[src/rtl/sprs_pkg.sv]
package sprs_pkg;

  localparam int IDX_W  = 48;
  localparam int BODY_W = 64;
  localparam int CNT_W  = 7;

  localparam logic [CNT_W-1:0] KEEP_RESET = 7'd64;

  localparam logic [2:0] ACT_PUSH   = 3'd0;
  localparam logic [2:0] ACT_LOOKUP = 3'd1;
  localparam logic [2:0] ACT_RANGE  = 3'd2;
  localparam logic [2:0] ACT_CLEAR  = 3'd3;
  localparam logic [2:0] ACT_DROP   = 3'd4;

  localparam logic [1:0] KIND_PUSH = 2'd0;
  localparam logic [1:0] KIND_REC  = 2'd1;
  localparam logic [1:0] KIND_MISS = 2'd2;
  localparam logic [1:0] KIND_CTRL = 2'd3;

  localparam int OUTQ_DEPTH = 4;
  localparam int OUTQ_CW    = 3;

  typedef enum logic [2:0] {
    OP_PUSH   = 3'd0,
    OP_LOOKUP = 3'd1,
    OP_RANGE  = 3'd2,
    OP_CLEAR  = 3'd3,
    OP_DROP   = 3'd4
  } op_t;

  typedef struct packed {
    logic [2:0]        action;
    logic [BODY_W-1:0] payload;
    logic              raw_present;
    logic [IDX_W-1:0]  first_index;
    logic [IDX_W-1:0]  end_index;
  } item_t;

  typedef struct packed {
    op_t               op;
    logic [BODY_W-1:0] payload;
    logic              raw_present;
    logic [IDX_W-1:0]  first_index;
    logic [IDX_W-1:0]  end_index;
  } cmd_t;

  typedef struct packed {
    logic [1:0]        kind;
    logic [IDX_W-1:0]  seq_index;
    logic [BODY_W-1:0] payload_out;
    logic              has_raw;
    logic              evicted;
    logic [IDX_W-1:0]  evicted_index;
    logic              last;
    logic [CNT_W-1:0]  held_count;
    logic [IDX_W-1:0]  oldest_index;
    logic [IDX_W-1:0]  newest_index;
  } result_t;

endpackage

[src/rtl/sprs_out_queue.sv]
module sprs_out_queue import sprs_pkg::*; (
  input  logic               clk,
  input  logic               rst,
  input  logic               wr_en,
  input  result_t            wr_data,
  input  logic               pop,
  output logic               empty,
  output result_t            rd_data,
  output logic [OUTQ_CW-1:0] count
);

  localparam int PW = $clog2(OUTQ_DEPTH);

  result_t       entries [OUTQ_DEPTH];
  logic [PW-1:0] wr_ptr;
  logic [PW-1:0] rd_ptr;
  logic          deq;

  assign empty   = (count == '0);
  assign rd_data = entries[rd_ptr];
  assign deq     = pop && !empty;

  always_ff @(posedge clk) begin
    if (rst) begin
      wr_ptr <= '0;
      rd_ptr <= '0;
      count  <= '0;
    end else begin
      if (wr_en) begin
        wr_ptr <= wr_ptr + 1'b1;
      end
      if (deq) begin
        rd_ptr <= rd_ptr + 1'b1;
      end
      if (wr_en && !deq) begin
        count <= count + 1'b1;
      end else if (deq && !wr_en) begin
        count <= count - 1'b1;
      end
    end
  end

  always_ff @(posedge clk) begin
    if (wr_en) begin
      entries[wr_ptr] <= wr_data;
    end
  end

endmodule
[config.mk]
export PLATFORM = sky130hd
export DESIGN_NAME = sprs_out_queue
export DESIGN_NICKNAME = d
export VERILOG_FILES = /design/src/rtl/sprs_pkg.sv /design/src/rtl/sprs_out_queue.sv
export SDC_FILE = /design/constraint.sdc
export NUM_CORES = 1
export LEC_CHECK = 0
export BUFFER_PORTS_ARGS = -buffer_cell sky130_fd_sc_hd__buf_4
export CAP_MARGIN = 20
export CORE_ASPECT_RATIO = 0.5
export CORE_MARGIN = 4
export CORE_UTILIZATION = 61
export DETAILED_ROUTE_END_ITERATION = 7
export PLACE_DENSITY = 0.84
export REMOVE_ABC_BUFFERS = 1
export SLEW_MARGIN = 10
export SYNTH_ARGS = -nofsm -noshare
export SYNTH_HDL_FRONTEND = slang
export SYNTH_SLANG_ARGS = --single-unit
[constraint.sdc]
create_clock -name clk -period 24.6 [get_ports clk]
set_input_delay 6.15 -clock clk [delete_from_list [all_inputs] [get_ports clk]]
set_output_delay 6.15 -clock clk [all_outputs]
set_load 0.01 [all_outputs]
==> impl_metrics.py <==
metrics = {
    "die": {
        "die_h_um": 187.7,
        "core_area_um2": 63440,
        "ios": 544,
        "die-area_um2": 68950,
        "start_util_pct": 62.09,
        "fp-row-count": 65,
        "die_w_um": 367.4,
    },
    "layout": {
        "fill_cells": 3192,
        "final_nets": 2315,
        "syn2layout_area_growth_pct": 19.52,
        "drive_gt1_share_pct": 42.19,
        "fin_area_um2": 47080,
    },
    "timing": {
        "finalHoldViolCount": 0,
        "slew_headroom_pct": 29.82,
        "skew_ns": 0.02250,
        "fin_crit_ns": 9.879,
        "setup_violations": 0,
        "finalSetupTns_ns": 0,
        "grt_setup_unrepaired": "false",
        "fmax_mhz": 101.2,
        "slew_violations": 0,
        "worstMarginPinSlew_ns": 1.053,
        "period_share_pct": 40.16,
    },
    "route": {
        "ant_nets": 0,
        "via_per_inst": 6.606,
        "dr.pass1.iters": 5,
        "routed_wl_um": 107300,
        "drc_errors": 0,
        "wl_per_cell_um": 35.82,
        "drtIter0Drc": 2313,
        "routed-via-count": 19790,
    },
    "power_and_ir_drop": {
        "powerDensity_nw_per_um2": 99.64,
        "ir_drop_v": 0.00009109,
        "combPwrFrac_pct": 23.9,
        "p_int_mw": 3.395,
        "clock_power_share_pct": 29.7,
        "switching_power_mw": 1.296,
        "p_seq_share_pct": 46.4,
        "swShare_pct": 27.62,
        "leakage_nw": 15.75,
    },
    "global_route": {
        "grt_pass1_wl_um": 140100,
        "grt_max_degree": 115,
        "grt_pass1_vias": 19670,
        "antenna_found_initial": 44,
        "gr-usage-all-layers_pct": 28.30,
        "gr-total-overflow": 0,
    },
    "worst_setup_path": {
        "critical-path-max-stage-delay_ns": 0.84,
        "r2r-start": "wr_ptr[0]",
        "cp-end-kind": "primary output",
        "worstSetupStartpointType": "flop",
        "crit_family": "buffers and inverters",
        "arrival_ns": 3.73,
        "critPathRequiredTime_ns": 18.45,
        "critical_path_peak_fanout": 63,
        "regToRegSetupSlack_ns": 20.43,
        "r2r_end": "entries[0][38]",
        "cpMostUsedCell": "buf_4",
        "criticalPathCategory": "flop to primary output",
        "critical_path.slowest_cell": "buf_4",
        "cp_cell_sequence": "buf_4 > buf_4 > mux4_1 > buf_4",
        "reg2reg_depth": 6,
        "critical_path_buf_inv_count": 3,
    },
    "synthesis": {
        "muxShareOfSynthArea_pct": 16.04,
        "syn_area_per_cell_um2": 27.29,
        "yosysWarningCount": 0,
        "synth_cell_types": 22,
        "synth-adder-area-share_pct": 0.2097,
        "postSynthCellCount": 1443,
        "mappedNetlistArea_um2": 39390,
        "synth-seq-area-share_pct": 82.19,
        "synth_compound_area_share_pct": 0.06671,
        "ys_ff_latch": 1081,
        "synth_xor_area_share_pct": 0.1112,
        "synth_top_family_by_area": "multiplexers",
        "post_synth_and_or_nand_nor_area_fraction_pct": 0.1588,
    },
    "clock_network": {
        "numCtsBuffers": 88,
        "cts_setup_buffers": 0,
        "clk_path_buf_depth": 3,
        "cts_tree": "yes",
        "htreeDepth": 3,
        "hold_buffers": 0,
        "clock_sinks": 1081,
        "insertion_delay_ns": 0.65,
        "ctsResizeCount": 0,
        "clk_pin_slew_worst_paths_ns": 0.06,
        "clock_tree.root_cell": "clkbuf_16",
    },
    "placement": {
        "hpwlAfterDp_um": 54590,
        "post_dp_cell_area_um2": 44250,
        "place_congestion": 0.7515,
        "io_buffers": 543,
    },
    "worst_hold_path": {
        "min_from": "rd_ptr[0]",
        "min_path_type": "flop to flop",
        "hold_depth": 2,
    },
    "run": {
        "maxCapViolations": 0,
    },
    "status": {
        "status": "finished clean",
    },
}
layout by cell type, fill, tap and decap left out, types with 2 or more instances in the layout:
cell / Yosys / final
edfxtp_1: 1072 / 1072
buf_4: 0 / 563
mux4_2: 198 / 198
clkbuf_16: 0 / 90
mux4_1: 70 / 70
diode_2: 0 / 51
clkinv_1: 0 / 20
clkbuf_1: 7 / 20
clkinv_2: 0 / 15
nor2_1: 7 / 7
dfxtp_1: 9 / 7
ha_1: 5 / 5
and2_4: 0 / 4
xor2_1: 4 / 4
clkinv_4: 0 / 4
inv_1: 3 / 3
clkbuf_8: 0 / 3
bufinv_16: 0 / 3
mux2i_1: 2 / 2
dfxtp_4: 0 / 2
inv_6: 0 / 2
clkinv_8: 0 / 2
buf_12: 0 / 2
power by group through the flow:
| stage | sequential (mW) | clock [mW] | combinational (mW) |
|---|---|---|---|
| after floorplan | 2.30 | 0 | 0.643 |
| after global placement | 2.20 | 0 | 1.07 |
| after detailed placement | 2.21 | 0 | 1.08 |
| after CTS | 2.17 | 1.37 | 1.11 |
| after global routing | 2.19 | 1.48 | 1.16 |
| final | 2.18 | 1.39 | 1.12 |
Yosys cell counts:
cell / number / area share, %
nor3_1: 1 / 0.013
inv_1: 3 / 0.029
mux2i_1: 2 / 0.051
buf_6: 23 / 0.66
xor2_1: 4 / 0.089
ha_1: 5 / 0.16
and2_1: 4 / 0.064
o311ai_0: 1 / 0.022
or3_1: 1 / 0.016
a21oi_1: 1 / 0.013
buf_2: 28 / 0.36
xnor2_1: 1 / 0.022
edfxtp_1: 1072 / 82
nor2_1: 7 / 0.067
mux4_1: 70 / 4.7
o31ai_1: 1 / 0.019
fa_1: 1 / 0.051
o21ai_0: 1 / 0.013
clkbuf_1: 7 / 0.067
dfxtp_1: 9 / 0.46
mux4_2: 198 / 11
buf_8: 3 / 0.11
layer usage:
metal / track usage (%) / wire [um] / vias up
li1: - / - / 7602
met4: 21.38 / 11010 / 0
met3: 3.982 / 7193 / 477
met5: 0 / 0 / -
met2: 48.86 / 56060 / 1513
met1: 32.66 / 33040 / 10190
sequential cells by signal (all words and copies together), names as in the netlist, named ones only:
register,flops
count,3
rd_ptr,2
entries,1072
wr_ptr,2
layout make-up:
cell class / instances / area (um2) / area share (%)
timing repair buffer: 565 / 4267 / 9.063
clock buffer: 113 / 2369 / 5.031
inverter: 3 / 11.26 / 0.02392
sequential: 1081 / 32380 / 68.78
antenna: 51 / 127.6 / 0.2711
multi-input combinational: 298 / 6544 / 13.90
clock inverter: 47 / 332.8 / 0.7070
tap: 837 / 1047 / 2.225
kinds of logic (layout without fill, tap and decap cells):
kind of cell,after synthesis,after routing
flip-flops,1081,1081
multiplexers,270,270
buffers and inverters,64,728
AND/OR/NAND/NOR,13,13
adder cells (fa/ha/maj),6,6
XOR/XNOR,5,5
AO/OA/AOI/OAI,4,4
other,0,51
worst max path at each step:
stage | slack, ns | cells past startpoint | end | startpoint
after floorplan | 6.82 | 1 | rd_data[100] | flop
after global placement | 14.81 | 5 | entries[0][120] | wr_en
after detailed placement | 14.76 | 5 | entries[0][92] | wr_en
after CTS | 14.75 | 4 | rd_data[161] | flop
after global routing | 14.59 | 4 | rd_data[161] | flop
final | 14.72 | 4 | rd_data[120] | flop
stage by stage:
step | total power [mW] | cells | utilization, % | setup WS [ns] | hold WS (ns)
2_1_floorplan | 2.948 | 1382 | - | 6.821 | 0.4847
3_3_place_gp | 3.271 | 2784 | 69.75 | 14.81 | 0.5086
3_5_place_dp | 3.293 | 2784 | 69.75 | 14.76 | 0.5177
4_1_cts | 4.658 | 2944 | 74.01 | 14.75 | 0.5347
5_1_grt | 4.826 | 2995 | 74.21 | 14.59 | 0.5707
6_report | 4.691 | 2995 | 74.21 | 14.72 | 0.5353
worst reg2reg max path, cell delays in order (launching register included):
cell and delay (ns):
dfxtp_1 0.36, inv_1 0.10, ha_1 0.15, and2_4 0.57, buf_4 0.84, buf_4 0.88
buf_4 0.87
No activity file was read; power rests on OpenSTA's default activity.
