$ cat src/rtl/sprs_pkg.sv
package sprs_pkg;

  localparam int IDX_W  = 48;
  localparam int BODY_W = 64;
  localparam int CNT_W  = 7;

  localparam logic [CNT_W-1:0] KEEP_RESET = 7'd64;

  localparam logic [2:0] ACT_PUSH   = 3'd0;
  localparam logic [2:0] ACT_LOOKUP = 3'd1;
  localparam logic [2:0] ACT_RANGE  = 3'd2;
  localparam logic [2:0] ACT_CLEAR  = 3'd3;
  localparam logic [2:0] ACT_DROP   = 3'd4;

  localparam logic [1:0] KIND_PUSH = 2'd0;
  localparam logic [1:0] KIND_REC  = 2'd1;
  localparam logic [1:0] KIND_MISS = 2'd2;
  localparam logic [1:0] KIND_CTRL = 2'd3;

  localparam int OUTQ_DEPTH = 4;
  localparam int OUTQ_CW    = 3;

  typedef enum logic [2:0] {
    OP_PUSH   = 3'd0,
    OP_LOOKUP = 3'd1,
    OP_RANGE  = 3'd2,
    OP_CLEAR  = 3'd3,
    OP_DROP   = 3'd4
  } op_t;

  typedef struct packed {
    logic [2:0]        action;
    logic [BODY_W-1:0] payload;
    logic              raw_present;
    logic [IDX_W-1:0]  first_index;
    logic [IDX_W-1:0]  end_index;
  } item_t;

  typedef struct packed {
    op_t               op;
    logic [BODY_W-1:0] payload;
    logic              raw_present;
    logic [IDX_W-1:0]  first_index;
    logic [IDX_W-1:0]  end_index;
  } cmd_t;

  typedef struct packed {
    logic [1:0]        kind;
    logic [IDX_W-1:0]  seq_index;
    logic [BODY_W-1:0] payload_out;
    logic              has_raw;
    logic              evicted;
    logic [IDX_W-1:0]  evicted_index;
    logic              last;
    logic [CNT_W-1:0]  held_count;
    logic [IDX_W-1:0]  oldest_index;
    logic [IDX_W-1:0]  newest_index;
  } result_t;

endpackage

$ cat src/rtl/sprs_front.sv
module sprs_front import sprs_pkg::*; (
  input  logic  clk,
  input  logic  rst,
  input  logic  push,
  output logic  full,
  input  item_t item,
  output logic  cmd_valid,
  output cmd_t  cmd,
  input  logic  cmd_ready
);

  cmd_t       entries [2];
  logic       wr_ptr;
  logic       rd_ptr;
  logic [1:0] count;
  logic       known;
  op_t        op;
  logic       enq;
  logic       deq;

  // Actions outside the defined set are dropped here and never reach the back end.
  always_comb begin
    known = 1'b1;
    op    = OP_PUSH;
    unique case (item.action)
      ACT_PUSH:   op = OP_PUSH;
      ACT_LOOKUP: op = OP_LOOKUP;
      ACT_RANGE:  op = OP_RANGE;
      ACT_CLEAR:  op = OP_CLEAR;
      ACT_DROP:   op = OP_DROP;
      default:    known = 1'b0;
    endcase
  end

  assign full      = (count == 2'd2);
  assign enq       = push && !full && known;
  assign cmd_valid = (count != 2'd0);
  assign cmd       = entries[rd_ptr];
  assign deq       = cmd_valid && cmd_ready;

  always_ff @(posedge clk) begin
    if (rst) begin
      wr_ptr <= 1'b0;
      rd_ptr <= 1'b0;
      count  <= 2'd0;
    end else begin
      if (enq) begin
        wr_ptr <= !wr_ptr;
      end
      if (deq) begin
        rd_ptr <= !rd_ptr;
      end
      if (enq && !deq) begin
        count <= count + 2'd1;
      end else if (deq && !enq) begin
        count <= count - 2'd1;
      end
    end
  end

  always_ff @(posedge clk) begin
    if (enq) begin
      entries[wr_ptr] <= '{op:          op,
                           payload:     item.payload,
                           raw_present: item.raw_present,
                           first_index: item.first_index,
                           end_index:   item.end_index};
    end
  end

endmodule

$ cat config.mk
export PLATFORM = sky130hd
export DESIGN_NAME = sprs_front
export DESIGN_NICKNAME = d
export VERILOG_FILES = /design/src/rtl/sprs_pkg.sv /design/src/rtl/sprs_front.sv
export SDC_FILE = /design/constraint.sdc
export NUM_CORES = 1
export LEC_CHECK = 0
export BUFFER_PORTS_ARGS = -buffer_cell sky130_fd_sc_hd__buf_2
export CAP_MARGIN = 20
export CORE_MARGIN = 2
export CORE_UTILIZATION = 37
export DETAILED_ROUTE_END_ITERATION = 10
export PLACE_DENSITY_LB_ADDON = 0.15
export SYNTH_ARGS = -nofsm -noshare
export SYNTH_HDL_FRONTEND = slang
export SYNTH_SLANG_ARGS = --single-unit
$ cat constraint.sdc
create_clock -name clk -period 9.1 [get_ports clk]
set_input_delay 0.455 -clock clk [delete_from_list [all_inputs] [get_ports clk]]
set_output_delay 0.455 -clock clk [all_outputs]
set_load 0.005 [all_outputs]
==> results.py, run 1 <==
metrics = {
    "status": {
        "status": "completed",
    },
    "drt": {
        "first_iter_violations": 307,
        "routed-wl-met2_mm": 11.6,
        "wl_per_cell_um": 17.8,
        "antenna_left": 0,
        "drc_errors": 0,
        "top_layer": "met5",
        "vias": 6199,
        "wirelength_mm": 24.3,
        "first_pass_iters": 4,
        "via_per_inst": 4.53,
        "met1Wirelength_mm": 9.78,
        "met3_length_mm": 2.41,
    },
    "floorplan": {
        "io_pins": 334,
        "die_h_um": 185,
        "dieArea_mm2": 0.0341,
        "design.core.area_mm2": 0.0323,
        "rows": 66,
        "die_w_um": 185,
        "initial_core_util_pct": 37.4,
    },
    "critical_path": {
        "path_max_fanout": 72,
        "reg2reg_from": "count[1]",
        "cp_cell_sequence": "buf_4 -> mux2_2 -> buf_2",
        "worstPathRequired_ps": 8650,
        "arrival_ps": 2760,
        "critPathLaunchType": "flop",
        "crit_type": "reg2out",
        "max_stage_delay_ps": 890,
        "r2r_setup_slack_ps": 6370,
        "cpMaxStageDelayCell": "buf_4",
        "cp-end-kind": "output port",
    },
    "placed_design": {
        "place.port_buffers": 333,
        "gp_congestion": 0.712,
        "dpl.hpwl_mm": 15.5,
    },
    "clock_network": {
        "postCtsSetupRepairBufs": 0,
        "cts-htree-levels": 2,
        "clkLatencyLatePin_ps": 500,
        "clk_pin_slew_ps": 60,
        "cts_resized": 0,
        "cts_buffers": 37,
        "cts_tree": "yes",
        "cts_hold_buffers": 0,
        "cts.path.max_buffers": 3,
        "cts.sinks": 333,
        "root_buffer": "clkbuf_16",
    },
    "yosys": {
        "syn_area_per_cell_um2": 22.4,
        "syn_nets": 707,
        "netlist_area_mm2": 0.0121,
        "ys_types": 18,
        "synthCells": 538,
        "seq_area_frac_synth_pct": 82.5,
        "ys_warn_count": 0,
        "ys_ff_latch": 333,
    },
    "power": {
        "seq_power_share_pct": 46.3,
        "p_comb_share_pct": 20.3,
        "p_total_mw": 4.17,
        "switchingPower_mw": 1.02,
        "clockPowerShare_pct": 33.3,
        "p_int_mw": 3.15,
        "p_sw_share_pct": 24.5,
        "peakVddDrop_mv": 0.156,
        "pwr_density_cell_mw_per_mm2": 271,
        "leakagePower_nw": 5.63,
    },
    "timing": {
        "fin_crit_ps": 3220,
        "drv_slew": 0,
        "finalHoldViolCount": 0,
        "max_freq_mhz": 311,
        "rsz0062_at_grt": "false",
        "post-route-period-util_pct": 35.4,
        "clock_skew_ps": 11.0,
        "worst_pin_slew_ps": 1010,
        "final.setup.tns_ps": 0,
        "slew_headroom_pct": 32.5,
        "finalSetupViolCount": 0,
    },
    "final_layout": {
        "drive_above_1_share_pct": 60.4,
        "area_growth_pct": 27.6,
        "final_nets": 1068,
        "nFillCells": 2814,
    },
    "worst_hold_path": {
        "min_path_type": "in2reg",
        "hold_start": "item[65]",
    },
    "global_routing": {
        "grt_max_degree": 73,
        "grt_pass1_wl_mm": 34.8,
        "grt_pass1_vias": 6170,
        "gr-usage-all-layers_pct": 13.6,
        "grt.overflow.total": 0,
        "antenna_found_initial": 6,
    },
    "job": {
        "maxCapViolCount": 0,
    },
}
## kinds of logic after synthesis
group,count (synthesis),share of synthesized area (%)
compound gates,4,0.166
simple gates,14,0.706
fa+ha+maj,1,0.104
mux,165,15.4
buf+inv,18,0.871
flops,333,82.5
xor+xnor,3,0.218
## layout make-up
type	instances	area (um2)	share of cell area, %
clock inverter	13	121	0.789
sequential	333	9950	64.7
multi-input combinational	187	2020	13.1
tap	442	553	3.59
timing repair buffer	340	1720	11.2
antenna	5	12.5	0.0813
clock buffer	49	1010	6.59
## power groups by stage
| stage | logic (mW) | clock network, mW | registers (mW) |
|---|---|---|---|
| floorplan | 0.520 | 0 | 1.97 |
| global placement | 0.872 | 0 | 1.96 |
| detailed placement | 0.870 | 0 | 1.97 |
| CTS | 0.875 | 1.44 | 1.94 |
| global route | 0.928 | 1.50 | 1.95 |
| finish | 0.848 | 1.39 | 1.93 |
## worst max-delay path, delay by kind of cell, from the launching register on
kind,cells,cell delay (ps)
buffers and inverters,2,1020
DFF,1,740
muxes,1,440
## layout by cell type, fill, tap and decap left out, drive strengths merged
cell type and instances:
buf 340, edfxtp 328, mux2 165, clkbuf 49, clkinv 8, diode 5
dfxtp 5, nor2b 5, nor2 4, o21ai 3, xor2 3, inv 2
bufinv 2, and3b 1, nor3b 1, or2 1, and2 1, or3 1
a21oi 1, ha 1, clkinvlp 1
## path summary, 6_finish.rpt
check / end / depth (start not counted)
hold / removal: entries[0][65] / 1
setup reg to reg: entries[1][33] / 4
hold reg to reg: flop / 2
setup / recovery: cmd[41] / 3
## Yosys cell counts
master    instances  share of area [%]
a21oi_1           1              0.041
and2_1            1              0.052
and3b_2           1              0.083
buf_2            12               0.50
buf_4             6               0.37
dfxtp_1           5               0.83
edfxtp_1        328                 82
ha_1              1               0.10
mux2_2          164                 15
mux2_4            1               0.12
nor2_1            4               0.12
nor2b_1           4               0.21
nor2b_2           1              0.073
nor3b_1           1              0.062
o21ai_0           3               0.12
or2_2             1              0.052
or3_1             1              0.052
xor2_1            3               0.22
## metrics by stage
| stage | cell area, um2 | hold WS (ps) | setup slack [ps] | cells | utilization (%) |
|---|---|---|---|---|---|
| 6_report | 15400 | 133 | 5880 | 1369 | 47.7 |
| 5_1_grt | 15400 | 103 | 5690 | 1366 | 47.6 |
| 4_1_cts | 15400 | 101 | 5740 | 1364 | 47.6 |
| 3_5_place_dp | 14200 | 492 | 6070 | 1302 | 44.1 |
| 3_3_place_gp | 14200 | 487 | 6080 | 1302 | 44.1 |
| 2_1_floorplan | 12100 | 465 | 358 | 538 | - |
## sequential cells by signal, summed over array words and instances, names as in the netlist, named ones only
| signal | cells |
|---|---|
| count | 2 |
| entries | 328 |
| rd_ptr | 1 |
| wr_ptr | 1 |
## routing by layer
| layer | global-route usage, % | vias up |
|---|---|---|
| met5 | 0 | - |
| met4 | 4.70 | 6 |
| met3 | 5.28 | 41 |
| met2 | 21.9 | 231 |
| met1 | 16.6 | 3043 |
| li1 | - | 2878 |
Note: power is estimated with default switching activity, not from simulation.
==> inputs of run 2 (changes only) <==
--- a/config.mk
+++ b/config.mk
@@ -5,6 +5,7 @@
 export SDC_FILE = /design/constraint.sdc
 export NUM_CORES = 1
 export LEC_CHECK = 0
+export ABC_AREA = 1
 export BUFFER_PORTS_ARGS = -buffer_cell sky130_fd_sc_hd__buf_2
 export CAP_MARGIN = 20
 export CORE_MARGIN = 2
==> constraint.sdc (replaced) <==
create_clock -name clk -period 2.62 [get_ports clk]
set_input_delay 0.131 -clock clk [delete_from_list [all_inputs] [get_ports clk]]
set_output_delay 0.131 -clock clk [all_outputs]
set_load 0.005 [all_outputs]
==> results.py, run 2 <==
metrics = {
    "status": {
        "status": "completed",
    },
    "clock_network": {
        "cts.path.max_buffers": 3,
        "clk_pin_slew_ps": 60,
        "cts_tree": "yes",
        "cts_buffers": 37,
        "postCtsSetupRepairBufs": 0,
        "root_buffer": "clkbuf_16",
        "clkLatencyLatePin_ps": 500,
        "cts.sinks": 333,
        "cts-htree-levels": 2,
        "cts_resized": 0,
    },
    "critical_path": {
        "cp_cell_sequence": "buf_12 -> mux2_2 -> buf_2",
        "max_stage_delay_ps": 550,
        "r2r_setup_slack_ps": 860,
        "worstPathRequired_ps": 2490,
        "critPathLaunchType": "flop",
        "cp-end-kind": "output port",
        "cpMaxStageDelayCell": "dfxtp_4",
        "reg2reg_depth": 5,
        "critPathCapture": "cmd[122]",
        "arrival_ps": 2030,
        "path_max_fanout": 69,
        "crit_type": "reg2out",
        "rr_endpoint": "entries[0][104]",
        "reg2reg_from": "count[0]",
    },
    "yosys": {
        "syn_area_per_cell_um2": 21.9,
        "synth.area.top_cells": "edfxtp_1 (81%), mux2_2 (15%), clkbuf_8 (1.5%)",
        "ys_ff_latch": 333,
        "syn_nets": 726,
        "yosys-top-cells-count": "edfxtp_1 (328), mux2_2 (164), clkbuf_8 (13), nor2_1 (11)",
        "yosysMostFrequentCell": "edfxtp_1",
        "synthArstFlopShare_pct": 0,
        "ys_types": 14,
        "seq_area_frac_synth_pct": 81.5,
        "synth_edf_count": 328,
        "synth_top_area_cell": "edfxtp_1",
        "synth_top_area_share_pct": 80.6,
        "ys_warn_count": 0,
        "netlist_area_mm2": 0.0122,
        "synthCells": 557,
        "ys.flop_type": "edfxtp_1",
    },
    "final_layout": {
        "largest_register_ff_count": 328,
        "top_register": "entries",
        "drive_above_1_share_pct": 50.7,
        "top_regs": "entries (328), count (2)",
        "layout_commonest_cell": "buf_2",
        "final_cell_mix": "buf_2 (333), edfxtp_1 (328), dlygate4sd3_1 (166)",
        "final_nets": 1258,
        "nFillCells": 2723,
        "area_growth_pct": 40.7,
    },
    "timing": {
        "clock_skew_ps": 10.0,
        "slew_headroom_pct": 62.4,
        "rsz0062_at_grt": "false",
        "drv_slew": 0,
        "max_freq_mhz": 462,
        "whs_ps": 38.8,
        "fin_crit_ps": 2160,
        "finalSetupViolCount": 0,
        "finalHoldViolCount": 0,
        "post-route-period-util_pct": 82.6,
        "worst_pin_slew_ps": 563,
        "final.setup.tns_ps": 0,
    },
    "drt": {
        "via_per_inst": 4.41,
        "first_iter_violations": 285,
        "drc_errors": 0,
        "first_pass_iters": 4,
        "wl_per_cell_um": 16.6,
        "antenna_left": 0,
        "vias": 6853,
        "wirelength_mm": 25.8,
    },
    "floorplan": {
        "design.core.area_mm2": 0.0325,
        "io_pins": 334,
        "die_w_um": 186,
        "initial_core_util_pct": 37.5,
        "dieArea_mm2": 0.0345,
        "die_h_um": 186,
        "rows": 66,
    },
    "worst_hold_path": {
        "min_path_type": "in2reg",
    },
    "placed_design": {
        "dpl.hpwl_mm": 16.1,
        "place.port_buffers": 333,
        "gp_congestion": 0.697,
    },
    "global_routing": {
        "gr-usage-all-layers_pct": 14.5,
        "grt_max_degree": 88,
        "grt_pass1_vias": 7136,
        "antenna_found_initial": 1,
        "grt_pass1_wl_mm": 38.4,
        "grt.overflow.total": 0,
    },
    "job": {
        "maxCapViolCount": 0,
    },
    "power": {
        "pwr_density_cell_mw_per_mm2": 795,
        "leakagePower_nw": 6.40,
        "peakVddDrop_mv": 0.600,
    },
}
-- run 2: how the worst min path moves through the flow --
stage               from              end  slack (ps)  depth (start not counted)
2_1_floorplan    item[0]    entries[0][0]         230                          0
3_3_place_gp    item[45]   entries[0][45]         320                          1
3_5_place_dp     item[9]    entries[0][9]         320                          1
4_1_cts        item[162]  entries[0][163]          40                          2
5_1_grt        item[162]  entries[1][163]          50                          2
6_report       item[162]  entries[0][163]          40                          2
-- run 2: area by class of cell --
class                           instances  area (um2)  area share (%)
Sequential cell                       333        9950            57.9
Timing Repair Buffer                  511        3530            20.6
Multi-Input combinational cell        196        2010            11.7
Clock buffer                           49         971            5.65
Tap cell                              442         553            3.22
Clock inverter                         13         121           0.706
Inverter                               10        41.3           0.240
Antenna cell                            1        2.50          0.0146
-- run 2: through the flow --
step	total power, mW	utilization (%)	instance area, um2	std cells	setup slack, ps
finish	13.7	52.8	17200	1555	455
global route	14.3	52.8	17200	1554	338
CTS	13.9	52.8	17200	1554	409
detailed placement	8.89	44.3	14400	1326	835
global placement	8.89	44.3	14400	1326	822
floorplan	7.97	-	12200	557	-2230
-- run 2: cell families after synthesis --
family | share of synthesized area, %
mux | 15.1
flops | 81.5
compound gates | 0.205
fa+ha+maj | 0.102
simple gates | 0.871
buf+inv | 2.23
-- run 2: power breakdown --
part	switching [mW]	total (mW)	internal, mW
combinational	1.16	2.45	1.29
sequential	0.119	6.49	6.37
clock	1.92	4.72	2.80
-- run 2: per-layer routing --
| metal | part of all wire (%) | track usage [%] | vias to the layer above |
|---|---|---|---|
| met5 | 0 | 0 | - |
| met2 | 46 | 23.0 | 261 |
| li1 | - | - | 3270 |
| met3 | 9.5 | 5.58 | 48 |
| met1 | 43 | 18.3 | 3274 |
| met4 | 2.4 | 4.66 | 0 |
-- run 2: repair_timing --
action | 4_1_cts | 5_1_grt
endpoints found under the hold margin | 331 | 0
hold buffers | 166 | 0
setup endpoints to repair | 0 | 0
-- run 2: worst max-delay path: cells and delay by family, from the launching register on --
kind	cells	cell delay [ps]
flip-flops	1	550
buffers and inverters	2	500
multiplexers	1	390
